--- config.mk ---
export PLATFORM = sky130hd
export DESIGN_NAME = uid_allowlist_table
export DESIGN_NICKNAME = d
export VERILOG_FILES = /design/src/hdl/uat_pkg.sv /design/src/hdl/uat_cell.sv /design/src/hdl/uid_allowlist_table.sv
export SDC_FILE = /design/constraint.sdc
export NUM_CORES = 2
export LEC_CHECK = 0
export BUFFER_PORTS_ARGS = -buffer_cell sky130_fd_sc_hd__buf_2
export CAP_MARGIN = 10
export CORE_ASPECT_RATIO = 1.4
export CORE_MARGIN = 2
export CORE_UTILIZATION = 45
export DETAILED_ROUTE_END_ITERATION = 8
export GPL_ROUTABILITY_DRIVEN = 0
export PLACE_DENSITY = 0.59
export SYNTH_ARGS = -nofsm -noshare
export SYNTH_HDL_FRONTEND = slang
export SYNTH_SLANG_ARGS = --single-unit
--- constraint.sdc ---
create_clock -name clk -period 7.1 [get_ports clk]
set_input_delay 1.065 -clock clk [delete_from_list [all_inputs] [get_ports clk]]
set_output_delay 1.065 -clock clk [all_outputs]
set_load 0.05 [all_outputs]
--- src/hdl/uat_pkg.sv ---
package uat_pkg;

  localparam int MAX_ENTRIES = 16;
  localparam int UID_BYTES   = 10;

  localparam int DIGIT_W     = 8;
  localparam int LOW_W       = 64;
  localparam int HIGH_W      = 16;
  localparam int UID_W       = LOW_W + HIGH_W;
  localparam int STORE_BYTES = UID_W / DIGIT_W;
  localparam int LEN_W       = 4;
  localparam int MATCH_W     = 4;
  localparam int COUNT_W     = 5;
  localparam int IDX_W       = (MAX_ENTRIES > 1) ? $clog2(MAX_ENTRIES) : 1;
  localparam int CNT_W       = $clog2(MAX_ENTRIES + 1);

  typedef enum logic [1:0] {
    FUNC_LOOKUP = 2'd0,
    FUNC_ADD    = 2'd1,
    FUNC_REMOVE = 2'd2,
    FUNC_CLEAR  = 2'd3
  } uat_func_t;

  typedef enum logic [1:0] {
    STAT_OK        = 2'd0,
    STAT_NOT_FOUND = 2'd1,
    STAT_DUPLICATE = 2'd2,
    STAT_FULL      = 2'd3
  } uat_status_t;

  typedef enum logic [2:0] {
    ST_IDLE,
    ST_START,
    ST_CMP,
    ST_RESOLVE,
    ST_UPDATE
  } uat_state_t;

  typedef struct packed {
    uat_func_t          func;
    logic [LEN_W-1:0]   uid_length;
    logic [LOW_W-1:0]   uid_low;
    logic [HIGH_W-1:0]  uid_high;
  } uat_in_t;

  typedef struct packed {
    uat_status_t        status;
    logic               found;
    logic [MATCH_W-1:0] match_index;
    logic [COUNT_W-1:0] entry_count;
  } uat_out_t;

  // Broadcast to every entry cell during a compare pass
  typedef struct packed {
    logic start;
    logic step;
    logic byte_en;
  } uat_cell_ctl_t;

endpackage

--- src/hdl/uat_cell.sv ---
module uat_cell (
  input  logic                          clk,
  input  uat_pkg::uat_cell_ctl_t        ctl,
  input  logic [uat_pkg::LEN_W-1:0]     q_len,
  input  logic [uat_pkg::DIGIT_W-1:0]   q_byte,
  input  logic [uat_pkg::UID_W-1:0]     q_uid,
  input  logic                          load,
  input  logic                          pull,
  input  logic [uat_pkg::UID_W-1:0]     next_uid,
  input  logic [uat_pkg::LEN_W-1:0]     next_len,
  output logic [uat_pkg::UID_W-1:0]     uid,
  output logic [uat_pkg::LEN_W-1:0]     len,
  output logic                          match
);

  logic [uat_pkg::UID_W-1:0] uid_r;
  logic [uat_pkg::LEN_W-1:0] len_r;
  logic                      match_r;

  // Entry ring: one byte leaves at the bottom each step and re-enters at the top
  always_ff @(posedge clk) begin
    if (load) begin
      uid_r <= q_uid;
      len_r <= q_len;
    end else if (pull) begin
      uid_r <= next_uid;
      len_r <= next_len;
    end else if (ctl.step) begin
      uid_r <= {uid_r[uat_pkg::DIGIT_W-1:0], uid_r[uat_pkg::UID_W-1:uat_pkg::DIGIT_W]};
    end
  end

  always_ff @(posedge clk) begin
    if (ctl.start) begin
      match_r <= (len_r == q_len);
    end else if (ctl.step && ctl.byte_en && (uid_r[uat_pkg::DIGIT_W-1:0] != q_byte)) begin
      match_r <= 1'b0;
    end
  end

  assign uid   = uid_r;
  assign len   = len_r;
  assign match = match_r;

endmodule

--- src/hdl/uid_allowlist_table.sv ---
// Allowlist of card identifiers held as a packed table of entry cells. Each cell
// keeps its identifier in a byte-wide ring; a lookup, add or remove compares the
// query against every cell in parallel, one byte per cycle; an operation's result
// is registered after start, ten byte steps, first-match pick and update, and
// a clear goes straight from acceptance to update. Update waits while the
// output register holds a stalled result; the next item can be taken as soon
// as the result appears. One item is processed at a time; a finished result
// waits in the output register while the next item is taken. The table contents
// are undefined after reset, the entry count is zero.
module uid_allowlist_table (
  input  logic             clk,
  input  logic             rst_n,
  input  logic             in_valid,
  output logic             in_stall,
  input  uat_pkg::uat_in_t in_data,
  output logic             out_valid,
  input  logic             out_stall,
  output uat_pkg::uat_out_t out_data
);

  uat_pkg::uat_state_t          state_r, state_nxt;
  uat_pkg::uat_func_t           func_r, func_nxt;
  logic [uat_pkg::LEN_W-1:0]    qlen_r, qlen_nxt;
  logic [uat_pkg::UID_W-1:0]    quid_r, quid_nxt;
  logic [uat_pkg::UID_W-1:0]    qhold_r, qhold_nxt;
  logic [uat_pkg::LEN_W-1:0]    bcnt_r, bcnt_nxt;
  logic [uat_pkg::CNT_W-1:0]    count_r, count_nxt;
  logic                         hit_r, hit_nxt;
  logic [uat_pkg::IDX_W-1:0]    hit_idx_r, hit_idx_nxt;
  uat_pkg::uat_out_t            out_r, out_nxt;
  logic                         out_valid_r, out_valid_nxt;

  uat_pkg::uat_cell_ctl_t       cell_ctl;
  logic                         out_free;
  logic                         upd_go;
  logic                         add_ok;
  logic                         rm_ok;
  logic                         enc_hit;
  logic [uat_pkg::IDX_W-1:0]    enc_idx;

  logic [uat_pkg::MAX_ENTRIES-1:0] cell_match;
  logic [uat_pkg::MAX_ENTRIES-1:0] cell_load;
  logic [uat_pkg::MAX_ENTRIES-1:0] cell_pull;
  logic [uat_pkg::UID_W-1:0]       cell_uid [uat_pkg::MAX_ENTRIES];
  logic [uat_pkg::LEN_W-1:0]       cell_len [uat_pkg::MAX_ENTRIES];

  assign out_free = !out_valid_r || !out_stall;
  assign upd_go   = (state_r == uat_pkg::ST_UPDATE) && out_free;
  assign add_ok   = (func_r == uat_pkg::FUNC_ADD) && !hit_r &&
                    (count_r < uat_pkg::CNT_W'(uat_pkg::MAX_ENTRIES));
  assign rm_ok    = (func_r == uat_pkg::FUNC_REMOVE) && hit_r;

  genvar gi;
  generate
    for (gi = 0; gi < uat_pkg::MAX_ENTRIES; gi++) begin : g_cell
      logic [uat_pkg::UID_W-1:0] nb_uid;
      logic [uat_pkg::LEN_W-1:0] nb_len;

      if (gi + 1 < uat_pkg::MAX_ENTRIES) begin : g_nb
        assign nb_uid = cell_uid[gi+1];
        assign nb_len = cell_len[gi+1];
      end else begin : g_last
        assign nb_uid = cell_uid[gi];
        assign nb_len = cell_len[gi];
      end

      assign cell_load[gi] = upd_go && add_ok && (count_r == uat_pkg::CNT_W'(gi));
      // Close the gap: every entry above the removed one moves down by one
      assign cell_pull[gi] = upd_go && rm_ok &&
                             (uat_pkg::IDX_W'(gi) >= hit_idx_r) &&
                             (uat_pkg::CNT_W'(gi + 1) < count_r);

      uat_cell u_cell (
        .clk      (clk),
        .ctl      (cell_ctl),
        .q_len    (qlen_r),
        .q_byte   (quid_r[uat_pkg::DIGIT_W-1:0]),
        .q_uid    (qhold_r),
        .load     (cell_load[gi]),
        .pull     (cell_pull[gi]),
        .next_uid (nb_uid),
        .next_len (nb_len),
        .uid      (cell_uid[gi]),
        .len      (cell_len[gi]),
        .match    (cell_match[gi])
      );
    end
  endgenerate

  // First matching entry among those in use
  always_comb begin
    enc_hit = 1'b0;
    enc_idx = '0;
    for (int i = uat_pkg::MAX_ENTRIES - 1; i >= 0; i--) begin
      if (cell_match[i] && (uat_pkg::CNT_W'(i) < count_r)) begin
        enc_hit = 1'b1;
        enc_idx = uat_pkg::IDX_W'(i);
      end
    end
  end

  always_ff @(posedge clk) begin
    if (!rst_n) begin
      state_r     <= uat_pkg::ST_IDLE;
      count_r     <= '0;
      out_valid_r <= 1'b0;
    end else begin
      state_r     <= state_nxt;
      count_r     <= count_nxt;
      out_valid_r <= out_valid_nxt;
    end
  end

  always_ff @(posedge clk) begin
    func_r    <= func_nxt;
    qlen_r    <= qlen_nxt;
    quid_r    <= quid_nxt;
    qhold_r   <= qhold_nxt;
    bcnt_r    <= bcnt_nxt;
    hit_r     <= hit_nxt;
    hit_idx_r <= hit_idx_nxt;
    out_r     <= out_nxt;
  end

  always_comb begin
    state_nxt     = state_r;
    func_nxt      = func_r;
    qlen_nxt      = qlen_r;
    quid_nxt      = quid_r;
    qhold_nxt     = qhold_r;
    bcnt_nxt      = bcnt_r;
    count_nxt     = count_r;
    hit_nxt       = hit_r;
    hit_idx_nxt   = hit_idx_r;
    out_nxt       = out_r;
    out_valid_nxt = out_valid_r && out_stall;
    cell_ctl      = '0;
    in_stall      = (state_r != uat_pkg::ST_IDLE);

    case (state_r)
      uat_pkg::ST_IDLE: begin
        if (in_valid) begin
          func_nxt  = in_data.func;
          qlen_nxt  = in_data.uid_length;
          quid_nxt  = {in_data.uid_high, in_data.uid_low};
          qhold_nxt = {in_data.uid_high, in_data.uid_low};
          bcnt_nxt  = '0;
          state_nxt = (in_data.func == uat_pkg::FUNC_CLEAR) ? uat_pkg::ST_UPDATE
                                                             : uat_pkg::ST_START;
        end
      end

      uat_pkg::ST_START: begin
        cell_ctl.start = 1'b1;
        state_nxt      = uat_pkg::ST_CMP;
      end

      uat_pkg::ST_CMP: begin
        cell_ctl.step    = 1'b1;
        cell_ctl.byte_en = (bcnt_r < qlen_r) &&
                           (bcnt_r < uat_pkg::LEN_W'(uat_pkg::UID_BYTES));
        quid_nxt = {quid_r[uat_pkg::DIGIT_W-1:0],
                    quid_r[uat_pkg::UID_W-1:uat_pkg::DIGIT_W]};
        bcnt_nxt = bcnt_r + 1'b1;
        if (bcnt_r == uat_pkg::LEN_W'(uat_pkg::STORE_BYTES - 1)) begin
          state_nxt = uat_pkg::ST_RESOLVE;
        end
      end

      uat_pkg::ST_RESOLVE: begin
        hit_nxt     = enc_hit;
        hit_idx_nxt = enc_idx;
        state_nxt   = uat_pkg::ST_UPDATE;
      end

      uat_pkg::ST_UPDATE: begin
        // Hold until the output register is free
        if (out_free) begin
          out_nxt.found       = 1'b0;
          out_nxt.match_index = '0;
          out_nxt.status      = uat_pkg::STAT_OK;
          if (func_r == uat_pkg::FUNC_CLEAR) begin
            count_nxt = '0;
          end else begin
            out_nxt.found = hit_r;
            if (hit_r) begin
              out_nxt.match_index = uat_pkg::MATCH_W'(hit_idx_r);
            end
            case (func_r)
              uat_pkg::FUNC_LOOKUP: begin
                out_nxt.status = hit_r ? uat_pkg::STAT_OK : uat_pkg::STAT_NOT_FOUND;
              end
              uat_pkg::FUNC_ADD: begin
                if (hit_r) begin
                  out_nxt.status = uat_pkg::STAT_DUPLICATE;
                end else if (!add_ok) begin
                  out_nxt.status = uat_pkg::STAT_FULL;
                end else begin
                  count_nxt = count_r + 1'b1;
                end
              end
              uat_pkg::FUNC_REMOVE: begin
                if (rm_ok) begin
                  count_nxt = count_r - 1'b1;
                end else begin
                  out_nxt.status = uat_pkg::STAT_NOT_FOUND;
                end
              end
              default: begin
                out_nxt.status = uat_pkg::STAT_OK;
              end
            endcase
          end
          out_nxt.entry_count = uat_pkg::COUNT_W'(count_nxt);
          out_valid_nxt       = 1'b1;
          state_nxt           = uat_pkg::ST_IDLE;
        end
      end

      default: begin
        state_nxt = uat_pkg::ST_IDLE;
      end
    endcase
  end

  assign out_valid = out_valid_r;
  assign out_data  = out_r;

endmodule
==> flow_summary_export.csv <==
group,metric,value,unit
yosys,yosys_warnings,0,
drt,ant_nets,0,
cts,path_clk_slew,0.06,ns
placement,portBuffers,103,
timing,setup_tns,0,ns
floorplanning,die_y,498,um
cells_and_area,syn2layout_area_growth,8.16,%
timing,fin_crit_sh,62.2,%
setup_path,cp-start-kind,"register",
timing,min_period,4.42,ns
drt,wirelength,199000,um
floorplanning,coreArea,173000,sq um
cts,insertion_delay,0.80,ns
cells_and_area,fillers,15143,
floorplanning,die_area,177000,sq um
yosys,synth_top_area_cell,"edfxtp_1",
cells_and_area,finalNetCount,6379,
timing,setup_viol,0,
setup_path,r2r_cells,8,
cts,root_buffer,"clkbuf_16",
drt,drcViolationCount,0,
drt,wl_per_cell,22.9,um
cells_and_area,instances_no_fill,8685,
yosys,netlist_area,78300,sq um
yosys,synth_fp_nets,6682,
cts,cts.repair.resized,0,
run,maxCapViolCount,0,
setup_path,worstPathRequired,7.52,ns
timing,holdWs,0.442,ns
yosys,yosysUniqueCellTypes,61,
cts,htreeDepth,4,
cells_and_area,final_common_cell,"edfxtp_1",
setup_path,r2r_slack,2.68,ns
yosys,synth_edf_count,1547,
timing,rsz0062_at_grt,"false",
hold_path,hold_path_startpoint,"in_data[82]",
yosys,syn_inst,6578,
power_and_ir_drop,power.leakage,28.2,nW
cells_and_area,multiInputGateArea,29200,sq um
hold_path,whs_path_depth,1,
floorplanning,die_x,357,um
cts,cts_buffer_depth,3,
yosys,syn_area_per_cell,11.9,sq um
grt,antenna_found_initial,17,
drt,vias_per_cell,5.65,
floorplanning,ios,104,
cells_and_area,drive_gt1_share,9.94,%
hold_path,hold_class,"in2reg",
grt,grt_overflow,0,
power_and_ir_drop,ir_drop,0.273,mV
cts,cts_buffers,154,
cts,cts.sinks,1556,
timing,fmax,226,MHz
drt,first_pass_iters,6,
timing,max_slew_margin,17.8,%
yosys,seq_area_frac_synth,59.5,%
outcome,outcome,"complete, no violations",
yosys,ys.flop_type,"edfxtp_1",
cts,hold_buffers,0,
drt,route.vias.total,49043,
setup_path,r2r-end,"g_cell[4].u_cell.uid[32]",
floorplanning,rows,181,
placement,dpl.hpwl,143000,um
setup_path,path_max_fanout,68,
grt,grt.total_usage,22.1,%
cells_and_area,regArea,46600,sq um
grt,grt_pass1_wl,307000,um
yosys,ys_seq_elements,1556,
floorplanning,start_util,45.2,%
timing,drv_slew,0,
hold_path,hold_end,"qlen_r[2]",
timing,max_slew.worst_pin.slew,1.23,ns
yosys,synth_top_cell_area_share,59.3,%
setup_path,endpoint_kind,"register",
cells_and_area,layout_common_cells,"1,547 x edfxtp_1, 1,122 x mux2i_1, 870 x nand2_1",
placement,dp_cells,8406,
grt,grt_max_degree,161,
timing,hold_viol_final,0,
drt,initialDrtViolationCount,4557,
setup_path,critical_path_class,"reg2reg",
setup_path,cp.arrival,4.84,ns
cts,cts_tree,"yes",
grt,grt_pass1_vias,47820,
cts,post_cts_buffers,0,
timing,finalClockSkew,0.0212,ns
yosys,ys_top_cells_by_area,"edfxtp_1 59%, mux2i_1 14%, o21ai_0 5.5%",
power_and_ir_drop,power_density,260,nW/um^2
setup_path,r2r_start,"func_r[1]",
yosys,async_reset_ff_share,0,%
-- metal layers --
layer	track usage (%)	up-vias	wire, um
li1	-	23429	-
met1	30.0	24216	87500
met2	36.2	1130	94700
met3	2.35	268	7870
met4	9.35	0	8460
met5	0	-	0
-- critical path, cell delays in order, from the launching register on --
cell and delay [ns]:
edfxtp_1 0.42, inv_1 0.12, ha_1 0.38, nor3b_1 0.28, and3_2 0.71, and3_4 0.71
or2_2 0.28, nand2b_4 0.49, buf_4 0.54
-- metrics by stage --
step | utilization (%) | instance area, sq um | power (mW) | setup slack [ns]
3_5_place_dp | 46.2 | 80000 | 14.4 | 2.50
5_1_grt | 48.9 | 84700 | 22.8 | 2.37
3_3_place_gp | 46.2 | 80000 | 14.3 | 2.52
6_report | 48.9 | 84700 | 22.0 | 2.68
4_1_cts | 48.9 | 84700 | 22.2 | 2.65
2_1_floorplan | - | 78300 | 13.3 | 1.83
-- cells by family after synthesis --
logic type | count (synthesis) | synth area share (%)
and+or+nand+nor | 1496 | 7.94
AOI/OAI and AO/OA | 1326 | 9.18
adders and majority gates | 14 | 0.224
DFF | 1556 | 59.5
xor gates and xnor gates | 196 | 2.19
buffers and inverters | 672 | 3.78
muxes | 1318 | 17.2
-- sequential cells by signal (all words and copies together), names as in the netlist, 5 cells and up --
| register | cells |
|---|---|
| count_r | 5 |
| g_cell.u_cell.len | 64 |
| g_cell.u_cell.match | 16 |
| quid_r | 80 |
| g_cell.u_cell.uid | 1280 |
| qhold_r | 80 |
| out_data | 12 |
-- worst max-delay path by stage --
stage	start	end	depth (start not counted)
6_report	func_r[1]	g_cell[4].u_cell.uid[32]	8
5_1_grt	func_r[1]	g_cell[8].u_cell.uid[17]	8
4_1_cts	func_r[1]	g_cell[4].u_cell.uid[32]	8
3_5_place_dp	out_stall	g_cell[4].u_cell.uid[40]	7
3_3_place_gp	out_stall	g_cell[8].u_cell.uid[59]	7
2_1_floorplan	state_r[0]	func_r[0]	3
-- cell type report --
class	count	share of cell area, %
Antenna cell	7	0.0207
Clock buffer	199	4.87
Clock inverter	73	0.641
Inverter	20	0.0886
Multi-Input combinational cell	4350	34.5
Sequential cell	1556	55.0
Tap cell	2287	3.38
Timing Repair Buffer	193	1.46
-- cell usage after synthesis, drive strengths merged (3+ instances only) --
master,count
nand3,32
edfxtp,1547
a311oi,3
a211oi,4
o31ai,3
a221oi,3
a21boi,4
xnor2,193
a32o,3
nor2b,8
mux2,196
dfxtp,9
nor3,6
nand2,872
and2,10
inv,20
nand2b,11
o21a,6
clkbuf,309
and3,91
ha,14
a221o,75
xor2,3
a21o,4
o21ai,859
a31oi,10
nor3b,6
mux2i,1122
a21oi,334
nor2,385
nand4,51
buf,343
a22oi,3
or3,3
or2,12
-- report_power, final --
group	switching [mW]	leakage, nW	internal [mW]
Clock	3.55	2.27	4.35
Sequential	0.892	14.2	11.2
Combinational	1.30	11.7	0.688
(Power assumes the default switching activity.)
